## config.mk

```make
export PLATFORM = sky130hd
export DESIGN_NAME = encoder_step_accumulator_top
export DESIGN_NICKNAME = d
export VERILOG_FILES = /design/src/esa_pkg.sv /design/src/encoder_step_accumulator_top.sv /design/src/esa_ram.sv /design/src/esa_div.sv
export VERILOG_INCLUDE_DIRS = /design/src /design/src/src
export SDC_FILE = /design/constraint.sdc
export NUM_CORES = 1
export LEC_CHECK = 0
export BUFFER_PORTS_ARGS = -buffer_cell sky130_fd_sc_hd__buf_2
export CAP_MARGIN = 20
export CORE_ASPECT_RATIO = 1.75
export CORE_MARGIN = 1.5
export CORE_UTILIZATION = 30
export DETAILED_ROUTE_END_ITERATION = 7
export PLACE_DENSITY = 0.49
export SETUP_SLACK_MARGIN = 0.15
export SYNTH_ARGS = -nofsm -noshare
export SYNTH_HDL_FRONTEND = slang
export SYNTH_SLANG_ARGS = --single-unit
```

## constraint.sdc

```tcl
create_clock -name aclk -period 14.3 [get_ports aclk]
set_input_delay 0.715 -clock aclk [delete_from_list [all_inputs] [get_ports aclk]]
set_output_delay 0.715 -clock aclk [all_outputs]
set_load 0.02 [all_outputs]
```

## src/encoder_step_accumulator_top_defines.svh

```systemverilog
// Assertion macros for the encoder step accumulator RTL.
// Depends on nothing; expects aclk and aresetn in the scope of each use.
`ifndef ENCODER_STEP_ACCUMULATOR_TOP_DEFINES_SVH
`define ENCODER_STEP_ACCUMULATOR_TOP_DEFINES_SVH

// Same-cycle implication, disabled during reset.
`define ESA_ASSERT_IMPL(label, ante, cons) \
label: assert property (@(posedge aclk) disable iff (!aresetn) (ante) |-> (cons)) \
    else $error("esa: assertion failed");

// Next-cycle implication, disabled during reset.
`define ESA_ASSERT_NEXT(label, ante, cons) \
label: assert property (@(posedge aclk) disable iff (!aresetn) (ante) |=> (cons)) \
    else $error("esa: assertion failed");

`endif

```

## src/esa_pkg.sv

```systemverilog
// Shared types and constants of the encoder step accumulator.
// Depends on nothing.
package esa_pkg;

    localparam int NUM_ENCODERS = 4;
    localparam int IDX_W        = (NUM_ENCODERS > 1) ? $clog2(NUM_ENCODERS) : 1;

    localparam int IN_IDX_W = 8;    // encoder_index field
    localparam int CNT_W    = 16;   // raw counter and accumulator
    localparam int REM_W    = 9;    // signed sub-step remainder
    localparam int CPS_W    = 8;    // counts_per_step
    localparam int SUM_W    = 17;   // remainder + delta, also divider width
    localparam int ACC_X_W  = CNT_W + 2;
    localparam int DIV_CNT_W = $clog2(SUM_W);
    localparam int ENTRY_W  = CNT_W + REM_W + CNT_W;

    // stream field positions
    localparam int IDX_LSB   = 0;
    localparam int RAW_LSB   = IDX_LSB + IN_IDX_W;
    localparam int VALID_BIT = RAW_LSB + CNT_W;
    localparam int S_DATA_W  = 32;

    localparam logic [CPS_W-1:0]    CPS_RESET = 8'd2;
    localparam logic [IN_IDX_W-1:0] IDX_LIMIT = IN_IDX_W'(NUM_ENCODERS);
    localparam logic [CNT_W-1:0]    STEP_ACC_MAX = 16'h7FFF;
    localparam logic [CNT_W-1:0]    STEP_ACC_MIN = 16'h8000;

    localparam logic OP_POLL = 1'b0;
    localparam logic OP_READ = 1'b1;

    typedef struct packed {
        logic [CNT_W-1:0] prev;
        logic [REM_W-1:0] rem;
        logic [CNT_W-1:0] acc;
    } entry_t;

    typedef struct packed {
        logic             done;
        logic [SUM_W-1:0] quotient;
        logic [CPS_W-1:0] remainder;
    } div_res_t;

    typedef enum logic [2:0] {
        ST_IDLE,
        ST_FETCH,
        ST_START,
        ST_DIV,
        ST_UPDATE,
        ST_RESP
    } state_t;

endpackage

```

## src/encoder_step_accumulator_top.sv

```systemverilog
// Encoder step accumulator: top level with control sequencer and state table.
// Depends on esa_pkg, esa_ram, esa_div and encoder_step_accumulator_top_defines.svh.
//
// Usage:
//   Input channel s_*: one transaction per poll or read item. s_tuser selects
//   the operation (poll or read-and-clear). A poll carries a raw counter
//   sample; the encoder's remainder and step accumulator are updated in a
//   per-encoder table held in one RAM, and no result is produced.
//   Output channel m_*: one transaction per read item, carrying the
//   saturated step count since the previous read (zero for a bad index).
//   Config: cfg_wen/cfg_wdata write counts_per_step (0 acts as 1); write
//   only while the block is idle.
//   Throughput: one item at a time. A poll steps through table read, sum,
//   divider start, the 17-bit bit-serial divider up to its done flag, and
//   write back. A read goes through table read and the response state (a
//   bad index skips the table read) before m_tvalid rises, and s_tready is
//   back in that same cycle.
//   Polls that are flagged invalid or hit a bad index are dropped on acceptance; the block stays idle.
//   Reset: table entries read as zero through per-entry valid flops;
//   counts_per_step returns to 2. No clearing pass.
//   Stall: the result sits in an output register while polls go on; a read
//   then waits in the response state, s_tready low, until the register is free.
`include "encoder_step_accumulator_top_defines.svh"

module encoder_step_accumulator_top
    import esa_pkg::*;
(
    input  logic                aclk,
    input  logic                aresetn,
    // configuration: counts_per_step
    input  logic                cfg_wen,
    input  logic [CPS_W-1:0]    cfg_wdata,
    // input transactions
    input  logic                s_tvalid,
    output logic                s_tready,
    // [7:0] encoder_index, [23:8] raw_count, [24] count_valid, [31:25] zero
    input  logic [S_DATA_W-1:0] s_tdata,
    // [0] operation
    input  logic                s_tuser,
    // result transactions
    output logic                m_tvalid,
    input  logic                m_tready,
    // [15:0] step count
    output logic [CNT_W-1:0]    m_tdata
);

    state_t state_reg, state_next;

    logic [CPS_W-1:0]    cps_reg;
    logic                op_reg;
    logic [IN_IDX_W-1:0] idx_reg;
    logic [CNT_W-1:0]    raw_reg;
    logic [SUM_W-1:0]    sum_reg, sum_next;
    logic [NUM_ENCODERS-1:0] vld_reg;
    logic                m_tvalid_reg;
    logic [CNT_W-1:0]    m_tdata_reg;

    logic                accept;
    logic [IN_IDX_W-1:0] s_idx;
    logic                s_in_range;
    logic                in_range;
    logic [IDX_W-1:0]    s_addr, addr;
    logic [CPS_W-1:0]    divisor;
    logic                out_free;
    logic                out_load;
    logic [CNT_W-1:0]    out_data;
    logic                latch_in;
    logic                load_sum;

    // table port
    logic             mem_we, mem_re;
    entry_t           mem_wdata;
    logic [ENTRY_W-1:0] mem_rdata;
    entry_t           entry;

    // divider
    logic             div_start;
    logic [SUM_W-1:0] div_dividend;
    div_res_t         div_res;

    // update arithmetic
    logic [CNT_W-1:0]   delta;
    logic [ACC_X_W-1:0] acc_ext, q_ext, acc_sum;
    logic [CNT_W-1:0]   acc_sat;
    logic [REM_W-1:0]   rem_s;
    logic               sum_neg;

    assign accept     = s_tvalid && s_tready;
    assign s_idx      = s_tdata[IDX_LSB +: IN_IDX_W];
    assign s_in_range = (s_idx < IDX_LIMIT);
    assign s_addr     = s_idx[IDX_W-1:0];
    assign in_range   = (idx_reg < IDX_LIMIT);
    assign addr       = idx_reg[IDX_W-1:0];
    assign divisor    = (cps_reg == '0) ? CPS_W'(1) : cps_reg;
    assign out_free   = !m_tvalid_reg || m_tready;
    assign sum_neg    = sum_reg[SUM_W-1];

    // never-written entries read as zero
    assign entry = vld_reg[addr] ? entry_t'(mem_rdata) : '0;

    esa_ram #(
        .WIDTH(ENTRY_W),
        .DEPTH(NUM_ENCODERS)
    ) u_table (
        .aclk  (aclk),
        .we    (mem_we),
        .waddr (addr),
        .wdata (mem_wdata),
        .re    (mem_re),
        .raddr (s_addr),
        .rdata (mem_rdata)
    );

    esa_div u_div (
        .aclk     (aclk),
        .aresetn  (aresetn),
        .start    (div_start),
        .dividend (div_dividend),
        .divisor  (divisor),
        .res      (div_res)
    );

    // wrapped delta plus sign-extended remainder
    always_comb begin
        delta    = raw_reg - entry.prev;
        sum_next = {{(SUM_W - REM_W){entry.rem[REM_W-1]}}, entry.rem}
                 + {{(SUM_W - CNT_W){delta[CNT_W-1]}}, delta};
    end

    assign div_dividend = sum_neg ? (SUM_W'(0) - sum_reg) : sum_reg;

    // quotient takes the sign of the sum; saturate to 16 bits
    always_comb begin
        acc_ext = {{(ACC_X_W - CNT_W){entry.acc[CNT_W-1]}}, entry.acc};
        q_ext   = {{(ACC_X_W - SUM_W){1'b0}}, div_res.quotient};
        acc_sum = sum_neg ? (acc_ext - q_ext) : (acc_ext + q_ext);
        if (acc_sum[ACC_X_W-1:CNT_W-1] == '0 || acc_sum[ACC_X_W-1:CNT_W-1] == '1) begin
            acc_sat = acc_sum[CNT_W-1:0];
        end else if (acc_sum[ACC_X_W-1]) begin
            acc_sat = STEP_ACC_MIN;
        end else begin
            acc_sat = STEP_ACC_MAX;
        end
        rem_s = sum_neg ? (REM_W'(0) - {1'b0, div_res.remainder})
                        : {1'b0, div_res.remainder};
    end

    always_comb begin
        state_next = state_reg;
        s_tready   = 1'b0;
        latch_in   = 1'b0;
        load_sum   = 1'b0;
        mem_re     = 1'b0;
        mem_we     = 1'b0;
        mem_wdata  = entry;
        div_start  = 1'b0;
        out_load   = 1'b0;
        out_data   = '0;
        unique case (state_reg)
            ST_IDLE: begin
                s_tready = 1'b1;
                if (accept) begin
                    latch_in = 1'b1;
                    if (s_tuser == OP_READ) begin
                        mem_re     = s_in_range;
                        state_next = s_in_range ? ST_FETCH : ST_RESP;
                    end else if (s_in_range && s_tdata[VALID_BIT]) begin
                        mem_re     = 1'b1;
                        state_next = ST_FETCH;
                    end
                end
            end
            ST_FETCH: begin
                if (op_reg == OP_READ) begin
                    state_next = ST_RESP;
                end else begin
                    load_sum   = 1'b1;
                    state_next = ST_START;
                end
            end
            ST_START: begin
                div_start  = 1'b1;
                state_next = ST_DIV;
            end
            ST_DIV: begin
                if (div_res.done) begin
                    state_next = ST_UPDATE;
                end
            end
            ST_UPDATE: begin
                mem_we         = 1'b1;
                mem_wdata.prev = raw_reg;
                mem_wdata.rem  = rem_s;
                mem_wdata.acc  = acc_sat;
                state_next     = ST_IDLE;
            end
            ST_RESP: begin
                if (out_free) begin
                    out_load      = 1'b1;
                    out_data      = in_range ? entry.acc : '0;
                    mem_we        = in_range;
                    mem_wdata.acc = '0;
                    state_next    = ST_IDLE;
                end
            end
            default: state_next = ST_IDLE;
        endcase
    end

    always_ff @(posedge aclk) begin
        if (!aresetn) begin
            state_reg    <= ST_IDLE;
            cps_reg      <= CPS_RESET;
            vld_reg      <= '0;
            m_tvalid_reg <= 1'b0;
        end else begin
            state_reg <= state_next;
            if (cfg_wen) begin
                cps_reg <= cfg_wdata;
            end
            if (mem_we) begin
                vld_reg[addr] <= 1'b1;
            end
            if (out_load) begin
                m_tvalid_reg <= 1'b1;
            end else if (m_tready) begin
                m_tvalid_reg <= 1'b0;
            end
        end
    end

    // payload registers
    always_ff @(posedge aclk) begin
        if (latch_in) begin
            op_reg  <= s_tuser;
            idx_reg <= s_idx;
            raw_reg <= s_tdata[RAW_LSB +: CNT_W];
        end
        if (load_sum) begin
            sum_reg <= sum_next;
        end
        if (out_load) begin
            m_tdata_reg <= out_data;
        end
    end

    assign m_tvalid = m_tvalid_reg;
    assign m_tdata  = m_tdata_reg;

    `ESA_ASSERT_IMPL(a_write_in_range, mem_we, in_range)
    `ESA_ASSERT_IMPL(a_done_in_div, div_res.done, state_reg == ST_DIV)
    `ESA_ASSERT_IMPL(a_rem_below_div, state_reg == ST_UPDATE, div_res.remainder < divisor)
    `ESA_ASSERT_NEXT(a_poll_fetch,
        accept && (s_tuser == OP_POLL) && s_in_range && s_tdata[VALID_BIT],
        state_reg == ST_FETCH)

endmodule

```

## src/esa_ram.sv

```systemverilog
// Generic single-write, single-read RAM with registered read data.
// Depends on nothing.
module esa_ram #(
    parameter int WIDTH = 8,
    parameter int DEPTH = 4,
    parameter int ADDR_W = (DEPTH > 1) ? $clog2(DEPTH) : 1
) (
    input  logic              aclk,
    input  logic              we,
    input  logic [ADDR_W-1:0] waddr,
    input  logic [WIDTH-1:0]  wdata,
    input  logic              re,
    input  logic [ADDR_W-1:0] raddr,
    output logic [WIDTH-1:0]  rdata
);

    logic [WIDTH-1:0] mem [DEPTH];
    logic [WIDTH-1:0] rdata_reg;

    always_ff @(posedge aclk) begin
        if (we) begin
            mem[waddr] <= wdata;
        end
        if (re) begin
            rdata_reg <= mem[raddr];
        end
    end

    assign rdata = rdata_reg;

endmodule

```

## src/esa_div.sv

```systemverilog
// Bit-serial restoring divider, one quotient bit per cycle.
// Depends on esa_pkg.
module esa_div
    import esa_pkg::*;
(
    input  logic             aclk,
    input  logic             aresetn,
    input  logic             start,
    input  logic [SUM_W-1:0] dividend,
    input  logic [CPS_W-1:0] divisor,
    output div_res_t         res
);

    logic                 busy_reg;
    logic                 done_reg;
    logic [DIV_CNT_W-1:0] cnt_reg;
    logic [SUM_W-1:0]     quo_reg;
    logic [CPS_W-1:0]     part_reg;
    logic [CPS_W-1:0]     dsr_reg;

    logic [CPS_W:0]   trial;
    logic [CPS_W:0]   diff;
    logic             fits;
    logic [CPS_W-1:0] part_next;

    // partial remainder stays below twice the divisor, so diff fits CPS_W bits
    always_comb begin
        trial     = {part_reg, quo_reg[SUM_W-1]};
        diff      = trial - {1'b0, dsr_reg};
        fits      = (trial >= {1'b0, dsr_reg});
        part_next = fits ? diff[CPS_W-1:0] : trial[CPS_W-1:0];
    end

    always_ff @(posedge aclk) begin
        if (!aresetn) begin
            busy_reg <= 1'b0;
            done_reg <= 1'b0;
            cnt_reg  <= '0;
        end else if (start) begin
            busy_reg <= 1'b1;
            done_reg <= 1'b0;
            cnt_reg  <= DIV_CNT_W'(SUM_W - 1);
        end else if (busy_reg) begin
            if (cnt_reg == '0) begin
                busy_reg <= 1'b0;
                done_reg <= 1'b1;
            end else begin
                cnt_reg <= cnt_reg - 1'b1;
            end
        end else begin
            done_reg <= 1'b0;
        end
    end

    always_ff @(posedge aclk) begin
        if (start) begin
            quo_reg  <= dividend;
            part_reg <= '0;
            dsr_reg  <= divisor;
        end else if (busy_reg) begin
            quo_reg  <= {quo_reg[SUM_W-2:0], fits};
            part_reg <= part_next;
        end
    end

    assign res.done      = done_reg;
    assign res.quotient  = quo_reg;
    assign res.remainder = part_reg;

endmodule

```

# Yosys cells after proc, flatten, opt, wreduce, memory -nomap -nowiden

Memories as Yosys holds them, arrays and structs flattened. A register that Yosys moved wholly into a read port is not among the register bits.
Index checks and enable logic that the tools add are counted.

Memories kept: 1
Bits in writable memories: 164
Input bits: 46
Word-level logic and storage cells: 111
Register bits after elaboration: 114

Reductions and logical operators: 18
Equality and inequality tests: 11
Multiplexer cells: 48
$lt $le $gt $ge: 5
$add $sub $neg: 8
Bitwise logic cells: 4

Memories:

| name        | depth | bits a word | read ports | clocked after memory_dff | wr ports | RTL line      | source |
|---|---|---|---|---|---|---|---|
| u_table.mem | 4     | 41          | 1          | 1                        | 1        | esa_ram.sv:17 | `logic [WIDTH-1:0] mem [DEPTH];` |

Operators by type and width:

| cell                                                       | count |
|---|---|
| 2-to-1 mux 17 bit                                          | 3 |
| 2-to-1 mux 16 bit                                          | 3 |
| 2-to-1 mux 41 bit                                          | 1 |
| one-hot mux 16 bit (2 select lines)                        | 1 |
| 2-to-1 mux 25 bit                                          | 1 |
| 2-to-1 mux 1 bit                                           | 22 |
| 2-to-1 mux 3 bit                                           | 7 |
| adder 18 x 17 -> 18 bit                                    | 1 |
| 2-to-1 mux 18 bit                                          | 1 |
| subtractor 18 x 17 -> 18 bit                               | 1 |
| adder 9 x 16 -> 17 bit                                     | 1 |
| subtractor 1 x 17 -> 17 bit, first input constant          | 1 |
| less-than comparator 8 x 3 -> 1 bit, second input constant | 2 |
| subtractor 16 bit                                          | 1 |
| 2-to-1 mux 5 bit                                           | 3 |
| one-hot mux 3 bit (5 select lines)                         | 1 |
| equality test 3 bit, second input constant                 | 3 |
| >= comparator 9 x 8 -> 1 bit                               | 1 |
| 2-to-1 mux 9 bit                                           | 1 |
| subtractor 1 x 8 -> 9 bit, first input constant            | 1 |
| zero test 8 bit                                            | 1 |
| 2-to-1 mux 8 bit                                           | 1 |
| subtractor 8 bit                                           | 1 |
| equality test 3 x 2 -> 1 bit, second input constant        | 2 |
| other kinds (23)                                           | 33 |

# Logic depth before layout (Yosys ltp)

Gate-level depths: netlist (run 1).

Word-level depth: 9
Gate-level depth with buffers: 20

# Hierarchy

From an unflattened synthesis (run 1), not the netlist that was laid out.

Cell total of the unflattened synthesis: 1153
Area, all modules: 15577.4 µm²

Modules (own cells, without submodules):

| module                       | seq. area each (µm²) | cells each | area each (µm²) | instances |
|---|---|---|---|---|
| esa_ram                      | 6155.9               | 260        | 7229.4          | 1 |
| encoder_step_accumulator_top | 2062.0               | 722        | 6336.1          | 1 |
| esa_div                      | 1051.0               | 171        | 2011.9          | 1 |

# Worst setup path after synthesis (run 1)

No wires, ideal clock.

Path kind: input-to-reg
Start point: input m_tready
End point: memory u_table.mem[0][0] in the netlist's numbering (enable)
Arrival: 5.190 ns
Buffers on the path: 0
Setup time: 0.504 ns
Stages: 4
Slack: 8.607 ns
Path through: nor2b_1 nor2_1 nand3_1 a211oi_1

Word-level cells in the longest chain between the ends: 5

RTL lines:

| item                                   | RTL line                            | source |
|---|---|---|
| start: declaration                     | encoder_step_accumulator_top.sv:42  | `input logic m_tready,` |
| logical OR 1 bit                       | encoder_step_accumulator_top.sv:95  | `assign out_free = !m_tvalid_reg \|\| m_tready;` |
| 2-to-1 mux 1 bit                       | encoder_step_accumulator_top.sv:198 | `if (out_free) begin` |
| one-hot mux 1 bit (2 select lines)     | encoder_step_accumulator_top.sv:159 | `unique case (state_reg)` |
| 2-to-1 mux 1 bit                       | esa_ram.sv:21                       | `if (we) begin` |
| 2-to-1 mux 1 bit (not written as such) | esa_ram.sv:22                       | `mem[waddr] <= wdata;` |
| end: declaration                       | esa_ram.sv:17                       |  |

No other way between the ends.

# Worst setup path in the final report (run 1)

Start point: register idx_reg[1]
End point: register sum_reg[15], data pin

Word-level cells in the longest chain between the ends: 5

RTL lines:

| item                                     | RTL line                            | source |
|---|---|---|
| start: declaration                       | encoder_step_accumulator_top.sv:51  | `logic [IN_IDX_W-1:0] idx_reg;` |
| start signal: assignment                 | encoder_step_accumulator_top.sv:236 | `idx_reg <= s_idx;` |
| binary-select mux 1 bit (select 2 bit) * | encoder_step_accumulator_top.sv:99  | `assign entry = vld_reg[addr] ? entry_t'(mem_rdata) : '0;` |
| 2-to-1 mux 1 bit (not written as such) * | encoder_step_accumulator_top.sv:99  |  |
| 2-to-1 mux 41 bit *                      | encoder_step_accumulator_top.sv:99  |  |
| subtractor 16 bit                        | encoder_step_accumulator_top.sv:125 | `delta = raw_reg - entry.prev;` |
| adder 9 x 16 -> 17 bit *                 | encoder_step_accumulator_top.sv:127 | `+ {{(SUM_W - CNT_W){delta[CNT_W-1]}}, delta};` |
| via sum_next[15]                         | encoder_step_accumulator_top.sv:53  | `logic [SUM_W-1:0] sum_reg, sum_next;` |
| end signal: assignment                   | encoder_step_accumulator_top.sv:240 | `sum_reg <= sum_next;` |
| end: declaration                         | encoder_step_accumulator_top.sv:53  |  |

Mark *: on every way through the listed nets, which the timed path passes. The rest lies on a longest branch. The select of a mux whose other input is x is not followed.
A chain may end at the register's enable or synchronous reset.

==> results of run 1 <==
==> worst register-to-register path: stages (launching register included) <==
cell	delay (ps)
sky130_fd_sc_hd__edfxtp_1	510
sky130_fd_sc_hd__mux4_2	680
sky130_fd_sc_hd__buf_4	430
sky130_fd_sc_hd__and2_1	220
sky130_fd_sc_hd__ha_1	170
sky130_fd_sc_hd__inv_1	50
sky130_fd_sc_hd__fa_1	400
sky130_fd_sc_hd__a21o_1	180
sky130_fd_sc_hd__a21oi_1	260
sky130_fd_sc_hd__o21bai_1	130
sky130_fd_sc_hd__a211o_1	350
sky130_fd_sc_hd__a31oi_1	210
sky130_fd_sc_hd__xnor2_1	140
sky130_fd_sc_hd__ha_1	300
sky130_fd_sc_hd__and2_1	180
sky130_fd_sc_hd__a31oi_1	190
sky130_fd_sc_hd__a31oi_1	170
sky130_fd_sc_hd__a2111o_1	390
sky130_fd_sc_hd__a21oi_1	170
sky130_fd_sc_hd__xnor2_1	70
==> routing by layer <==
metal | GRT usage, % | vias up
li1 | - | 4403
met1 | 12.63 | 4444
met2 | 26.63 | 101
met3 | 1.301 | 52
met4 | 5.487 | 0
met5 | 0 | -
==> per-stage QoR <==
stage                     cells  total power [uW]  utilization (%)
final                      1896              3064            34.34
after global routing       1896              3261            34.34
after CTS                  1896              3119            34.34
after detailed placement   1841              2304            32.38
after global placement     1841              2285            32.38
after floorplan            1152              2030                -
==> how the worst max path moves through the flow <==
stage / slack (ps) / endpoint / from / cells after the start
2_1_floorplan: 8610 / u_table.mem[0][0] / m_tready / 4
3_5_place_dp: 8780 / sum_reg[15] / idx_reg[1] / 19
6_report: 8840 / sum_reg[15] / idx_reg[1] / 19
4_1_cts: 8740 / sum_reg[15] / idx_reg[1] / 19
5_1_grt: 8580 / sum_reg[15] / idx_reg[1] / 19
3_3_place_gp: 8790 / sum_reg[15] / idx_reg[1] / 19
==> final cells by class <==
| cell class | count | area share, % |
|---|---|---|
| clock buffers | 34 | 4.431 |
| multi-input cells | 738 | 32.57 |
| clock inverters | 21 | 1.274 |
| flip-flops and latches | 319 | 53.63 |
| repair buffers | 70 | 2.230 |
| well taps | 666 | 4.822 |
| inverters | 48 | 1.042 |
==> kinds of logic (layout without fill, tap and decap cells) <==
kind of cell	after synthesis	in the layout	synth area share, %
simple gates	325	325	10.16
mux	57	57	7.213
flops	319	319	60.93
xor+xnor	79	79	4.597
fa+ha+maj	65	65	5.543
buf+inv	95	173	2.459
compound gates	212	212	9.105
==> power by group through the flow <==
stage	combinational, uW	sequential (uW)	clock (uW)
after floorplan	722	1310	0
after CTS	966	1320	831
after global placement	946	1340	0
final	941	1320	803
after global routing	1070	1340	860
after detailed placement	962	1340	0
==> placed cells by master (no fill, tap or decap), types with 5 or more instances in the layout <==
cell | netlist | routed
sky130_fd_sc_hd__buf_2 | 2 | 56
sky130_fd_sc_hd__a21o_1 | 19 | 19
sky130_fd_sc_hd__a21boi_0 | 7 | 7
sky130_fd_sc_hd__a221o_1 | 12 | 12
sky130_fd_sc_hd__clkinv_1 | 0 | 7
sky130_fd_sc_hd__nor2b_1 | 21 | 21
sky130_fd_sc_hd__nand3_1 | 11 | 11
sky130_fd_sc_hd__edfxtp_1 | 288 | 288
sky130_fd_sc_hd__a31oi_1 | 6 | 6
sky130_fd_sc_hd__ha_1 | 61 | 61
sky130_fd_sc_hd__a211oi_1 | 9 | 8
sky130_fd_sc_hd__clkbuf_16 | 0 | 30
sky130_fd_sc_hd__nand2b_1 | 12 | 12
sky130_fd_sc_hd__mux2i_1 | 14 | 14
sky130_fd_sc_hd__o31ai_1 | 7 | 7
sky130_fd_sc_hd__buf_4 | 0 | 14
sky130_fd_sc_hd__dfxtp_1 | 31 | 31
sky130_fd_sc_hd__and2_1 | 18 | 18
sky130_fd_sc_hd__o21a_1 | 12 | 12
sky130_fd_sc_hd__mux4_2 | 42 | 42
sky130_fd_sc_hd__xor2_1 | 29 | 29
sky130_fd_sc_hd__or2_2 | 5 | 5
sky130_fd_sc_hd__nor3_1 | 16 | 16
sky130_fd_sc_hd__a21oi_1 | 47 | 47
sky130_fd_sc_hd__and3_1 | 7 | 6
sky130_fd_sc_hd__nand2_1 | 105 | 105
sky130_fd_sc_hd__o21ai_0 | 63 | 63
sky130_fd_sc_hd__nor2_1 | 100 | 97
sky130_fd_sc_hd__inv_1 | 48 | 48
sky130_fd_sc_hd__nor4_1 | 9 | 9
sky130_fd_sc_hd__xnor2_1 | 49 | 49
==> insert_results.sql, run 1 <==
INSERT INTO impl_metrics (metric_group, metric, value, unit) VALUES
('setup_path', 'worst-setup-path-type', 'flip-flop to flip-flop', ''),
('power_and_ir_drop', 'p_clk_share', '26.2', '%'),
('route', 'detailedRoute.firstIterationViolations', '367', ''),
('floorplanning', 'core_area', '50320', 'um2'),
('yosys', 'syn-mean-instance-area', '13.21', 'um2'),
('setup_path', 'reg2reg_depth', '19', ''),
('floorplanning', 'placementRows', '109', ''),
('setup_path', 'worst-r2r-setup-slack', '8840', 'ps'),
('power_and_ir_drop', 'power.density_cell_area', '177.3', 'nW/um2'),
('sta', 'grt_setup_unrepaired', 'no', ''),
('yosys', 'synth_top_area_share', '56.85', '%'),
('yosys', 'ys_types', '67', ''),
('clock_tree', 'post_cts.repair.setup_buffers', '0', ''),
('route', 'met3WireLength', '767', 'um'),
('yosys', 'synthCells', '1152', ''),
('run', 'drv.max_cap_violation_count', '0', ''),
('setup_path', 'timing.critical_path.from_type', 'flip-flop', ''),
('clock_tree', 'post_cts_resize_count', '0', ''),
('yosys', 'synth.net_count', '1263', ''),
('clock_tree', 'cts.sinks', '319', ''),
('layout', 'largest_register_ffs', '164', ''),
('power_and_ir_drop', 'internal-power', '2036', 'uW'),
('yosys', 'yosys_register_bits', '319', ''),
('layout', 'syn_to_final_growth', '13.60', '%'),
('floorplanning', 'width_of_the_chip', '173.2', 'um'),
('floorplanning', 'starting_density_of_the_core', '30.23', '%'),
('yosys', 'netlist_top_cells_area', 'sky130_fd_sc_hd__edfxtp_1 57%, sky130_fd_sc_hd__mux4_2 6.2%, sky130_fd_sc_hd__ha_1 5.0%', ''),
('sta', 'max_clock_freq', '183.0', 'MHz'),
('global_route', 'first_global_vias', '9430', ''),
('power_and_ir_drop', 'p_comb_share', '30.7', '%'),
('route', 'firstDrtPassIters', '4', ''),
('setup_path', 'number_of_buffers_and_inverters_on_the_critical_path', '2', ''),
('setup_path', 'cp_slowest_cell', 'sky130_fd_sc_hd__mux4_2', ''),
('clock_tree', 'clk_pin_slew_worst_paths', '70', 'ps'),
('placement', 'numPortBuffers', '56', ''),
('yosys', 'synth-warning-count', '0', ''),
('route', 'routed_wire_length_on_met2', '19290', 'um'),
('setup_path', 'crit_path_cell_trace', 'mux4_2 > buf_4 > and2_1 > ha_1 > inv_1 > fa_1 > a21o_1 > a21oi_1 > o21bai_1 > a211o_1 > a31oi_1 > xnor2_1 > ha_1 > and2_1 > a31oi_1 > a31oi_1 > a2111o_1 > a21oi_1 > xnor2_1', ''),
('layout', 'nets', '1318', ''),
('sta', 'tightest_slew', '1016', 'ps'),
('placement', 'placement.setup.worst_slack', '8779', 'ps'),
('placement', 'dpl_cell_area', '16300', 'um2'),
('layout', 'stdcell_area', '17280', 'um2'),
('status', 'outcome', 'completed', ''),
('global_route', 'gr-usage-all-layers', '12.85', '%'),
('sta', 'worst_clock_skew', '30.75', 'ps'),
('route', 'avgRoutedWirePerCell', '17.59', 'um'),
('yosys', 'ys_seq_area_share', '60.93', '%'),
('power_and_ir_drop', 'portion_of_total_power_attributed_to_sequential_cells', '43.1', '%'),
('clock_tree', 'number_of_buffers_created_by_cts', '30', ''),
('placement', 'finalWeightedCongestion', '0.7818', ''),
('clock_tree', 'cts_max_path_buffers', '3', ''),
('layout', 'antenna_diode_count', '0', ''),
('sta', 'finalHoldViolCount', '0', ''),
('clock_tree', 'tritoncts', 'done', ''),
('clock_tree', 'h-tree-depth', '1', ''),
('yosys', 'postSynth.topFlopCell', 'sky130_fd_sc_hd__edfxtp_1', ''),
('sta', 'slew_headroom', '32.06', '%'),
('hold_path', 'hold-path-cell-count', '1', ''),
('global_route', 'grt-ovfl-total', '0', ''),
('layout', 'layout.area.seq', '9269', 'um2'),
('setup_path', 'worst_ep_arrival_time', '5790', 'ps'),
('sta', 'timing.final.crit_period', '5465', 'ps'),
('route', 'route.top_layer_used', 'met4', ''),
('clock_tree', 'clk_latency', '600', 'ps'),
('setup_path', 'worstReg2RegStart', 'idx_reg[1]', ''),
('setup_path', 'path_max_fanout', '25', ''),
('power_and_ir_drop', 'power.share.switching', '33.56', '%'),
('hold_path', 'holdPathEnd', 'raw_reg[0]', ''),
('yosys', 'synthMostInstantiatedCell', 'sky130_fd_sc_hd__edfxtp_1', ''),
('yosys', 'synth-edff-count', '288', '');
Note: power is estimated with default switching activity, not from simulation.
==> run 2: changes to the inputs <==
clock period = 5.2 ns   (was 14.3 ns; I/O delays follow)
==> run 2 against run 1 <==
  * Global-route usage increased by 0.053 points
  * Critical path depth decreased by 1
  * Worst hold slack got worse by 230 ps
  * Utilization increased by 0.90 points
  * Sequential share of layout area decreased by 1.4 points
  * First-iteration DRC count increased by 39%
  * Sequential power increased to 2.8 times the previous value
  * Non-clock buffer count increased by 36
  * Worst setup slack got worse by 8200 ps
  * Combinational power increased to 2.8 times the previous value
  * Count of clock-buffer cells in the layout increased by 2
  * Via count increased by 1.1%
  * Largest cell class unchanged
  * Largest power group unchanged
  * Highest routed layer unchanged
==> insert_results.sql, run 2 (synthesis results as in run 1) <==
INSERT INTO impl_metrics (metric_group, metric, value, unit) VALUES
('sta', 'max_clock_freq', '216.9', 'MHz'),
('sta', 'grt_setup_unrepaired', 'no', ''),
('clock_tree', 'h-tree-depth', '1', ''),
('sta', 'slew_headroom', '31.20', '%'),
('placement', 'numPortBuffers', '56', ''),
('route', 'met3WireLength', '759', 'um'),
('global_route', 'grt_first_pass_wirelength', '52350', 'um'),
('setup_path', 'endpoint_of_the_most_critical_register_to_register_path', 'sum_reg[15]', ''),
('placement', 'placed_cells_incl_taps', '1843', ''),
('clock_tree', 'clk_pin_slew_worst_paths', '70', 'ps'),
('layout', 'antenna_diode_count', '0', ''),
('setup_path', 'path_max_fanout', '5', ''),
('layout', 'nets', '1355', ''),
('floorplanning', 'core_area', '50320', 'um2'),
('setup_path', 'worst_ep_arrival_time', '4940', 'ps'),
('clock_tree', 'clock_root_buffer_master', 'sky130_fd_sc_hd__clkbuf_16', ''),
('placement', 'dp_hpwl', '23580', 'um'),
('floorplanning', 'starting_density_of_the_core', '30.23', '%'),
('sta', 'timing.final.crit_share', '88.67', '%'),
('clock_tree', 'tritoncts', 'done', ''),
('clock_tree', 'clk_latency', '590', 'ps'),
('layout', 'fin_cells', '1935', ''),
('sta', 'worst_clock_skew', '20.56', 'ps'),
('global_route', 'grt-ovfl-total', '0', ''),
('hold_path', 'path_category_of_the_worst_min_delay_check', 'input pin to flip-flop', ''),
('placement', 'finalWeightedCongestion', '0.8235', ''),
('setup_path', 'timing.critical_path.from_type', 'flip-flop', ''),
('layout', 'syn_to_final_growth', '16.59', '%'),
('route', 'detailedRoute.firstIterationViolations', '509', ''),
('setup_path', 'number_of_buffers_and_inverters_on_the_critical_path', '1', ''),
('route', 'drtAntennaViolNets', '0', ''),
('power_and_ir_drop', 'power.density_cell_area', '485.0', 'nW/um2'),
('global_route', 'first_global_vias', '9533', ''),
('route', 'routed_via_density', '4.702', ''),
('setup_path', 'crit_path_cell_trace', 'mux4_2 > and2_1 > ha_1 > inv_1 > fa_1 > a21o_1 > a21oi_2 > o21bai_1 > a211o_1 > a31oi_1 > xnor2_1 > ha_1 > and2_1 > a31oi_1 > a31oi_1 > a2111o_1 > a21oi_1 > xnor2_1', ''),
('route', 'postRouteWirelength', '33410', 'um'),
('setup_path', 'reg2reg_depth', '18', ''),
('setup_path', 'worst-r2r-setup-slack', '590', 'ps'),
('clock_tree', 'number_of_buffers_created_by_cts', '31', ''),
('setup_path', 'cp_slowest_cell', 'sky130_fd_sc_hd__edfxtp_1', ''),
('power_and_ir_drop', 'leakagePower', '0.006402', 'uW'),
('floorplanning', 'width_of_the_chip', '173.2', 'um'),
('sta', 'tightest_slew', '1028', 'ps'),
('layout', 'largest_register_ffs', '164', ''),
('route', 'route.top_layer_used', 'met4', ''),
('floorplanning', 'die_h', '300.9', 'um'),
('floorplanning', 'placementRows', '109', ''),
('layout', 'layout.cells.most_common_list', '288 x sky130_fd_sc_hd__edfxtp_1, 105 x sky130_fd_sc_hd__nand2_1, 97 x sky130_fd_sc_hd__nor2_1', ''),
('setup_path', 'worstPathRequired', '5530', 'ps'),
('power_and_ir_drop', 'power.ir.vdd_worst', '0.2578', 'mV'),
('global_route', 'grt_start_max_net_pins', '45', ''),
('sta', 'fin_tns_setup', '0', 'ps'),
('sta', 'drv_slew', '0', ''),
('setup_path', 'crit_top_cell', 'sky130_fd_sc_hd__a31oi_1', ''),
('hold_path', 'min-delay-start', 'aresetn', ''),
('layout', 'filler_cell_count', '4906', ''),
('clock_tree', 'cts_max_path_buffers', '3', ''),
('layout', 'layout-drive-gt1-share', '14.89', '%'),
('route', 'avgRoutedWirePerCell', '17.27', 'um'),
('status', 'outcome', 'completed', ''),
('run', 'drv.max_cap_violation_count', '0', ''),
('route', 'drc_violations_left', '0', ''),
('setup_path', 'worst-setup-path-type', 'flip-flop to flip-flop', ''),
('floorplanning', 'ios', '64', ''),
('hold_path', 'hold-path-cell-count', '2', ''),
('global_route', 'gr-usage-all-layers', '12.90', '%'),
('route', 'routed_wire_length_on_met2', '19870', 'um'),
('floorplanning', 'die_area', '52120', 'um2'),
('route', 'met1_length', '11800', 'um'),
('sta', 'timing.final.crit_period', '4611', 'ps'),
('clock_tree', 'cts.sinks', '319', ''),
('setup_path', 'worstReg2RegStart', 'idx_reg[1]', ''),
('setup_path', 'crit_path_max_incr_delay', '490', 'ps'),
('setup_path', 'critPathCaptureType', 'flip-flop', ''),
('sta', 'finalHoldViolCount', '0', ''),
('setup_path', 'kind_of_cell_adding_the_most_delay_to_the_critical_path', 'compound AO/OA/AOI/OAI gates', ''),
('route', 'firstDrtPassIters', '5', ''),
('sta', 'setup_viol', '0', ''),
('global_route', 'number_of_antenna_violations_at_the_first_check_in_global_routing', '0', ''),
('hold_path', 'holdPathEnd', 'cps_reg[1]', ''),
('layout', 'layout_commonest_cell', 'sky130_fd_sc_hd__edfxtp_1', ''),
('route', 'vias', '9098', '');
-- run 2: report_power, final --
group          leakage [uW]  switching, uW  internal, uW
logic               0.00299           1560          1050
clock network      0.000513            994          1350
registers           0.00290            284          3360
-- run 2: how the worst max path moves through the flow --
stage / from / endpoint / slack, ps / cells past startpoint
after floorplan: idx_reg[1] / sum_reg[15] / 600 / 18
after global placement: idx_reg[1] / sum_reg[15] / 310 / 18
after detailed placement: idx_reg[1] / sum_reg[15] / 340 / 18
after CTS: idx_reg[1] / sum_reg[15] / 300 / 18
after global routing: idx_reg[1] / sum_reg[15] / 190 / 18
final: idx_reg[1] / sum_reg[15] / 590 / 18
-- run 2: cell type report --
cell class                 instances  area, um2  share of cell area (%)
timing repair buffer             106      758.2                   4.275
clock inverter                    22      262.8                   1.481
sequential                       319       9269                   52.26
multi-input combinational        738       5639                   31.79
clock buffer                      36      794.5                   4.479
tap                              666      833.3                   4.698
inverter                          48      180.2                   1.016
-- run 2: stage by stage --
stage                     util [%]  cell area, um2  power [uW]  hold slack (ps)  setup WS, ps
after floorplan                  -           15220        5583            358.9         601.1
after global routing         35.25           17740        9127            69.91         191.0
after detailed placement     32.48           16340        6343            438.6         340.8
after global placement       32.48           16340        6300            435.8         308.6
after CTS                    35.19           17710        8733            37.79         298.0
final                        35.25           17740        8602            56.90         589.0
-- run 2: per-layer routing --
| layer | vias to the layer above | track usage (%) |
|---|---|---|
| met1 | 4468 | 12.50 |
| met3 | 53 | 1.275 |
| met5 | - | 0 |
| met4 | 0 | 4.431 |
| li1 | 4477 | - |
| met2 | 100 | 27.49 |
-- run 2: timing repair --
action / in CTS / in global routing
setup buffers: 0 / 3
hold buffers: 31 / 0
gates resized for setup: 0 / 2
endpoints found under the hold margin: 31 / 0
setup endpoints to repair: 0 / 3
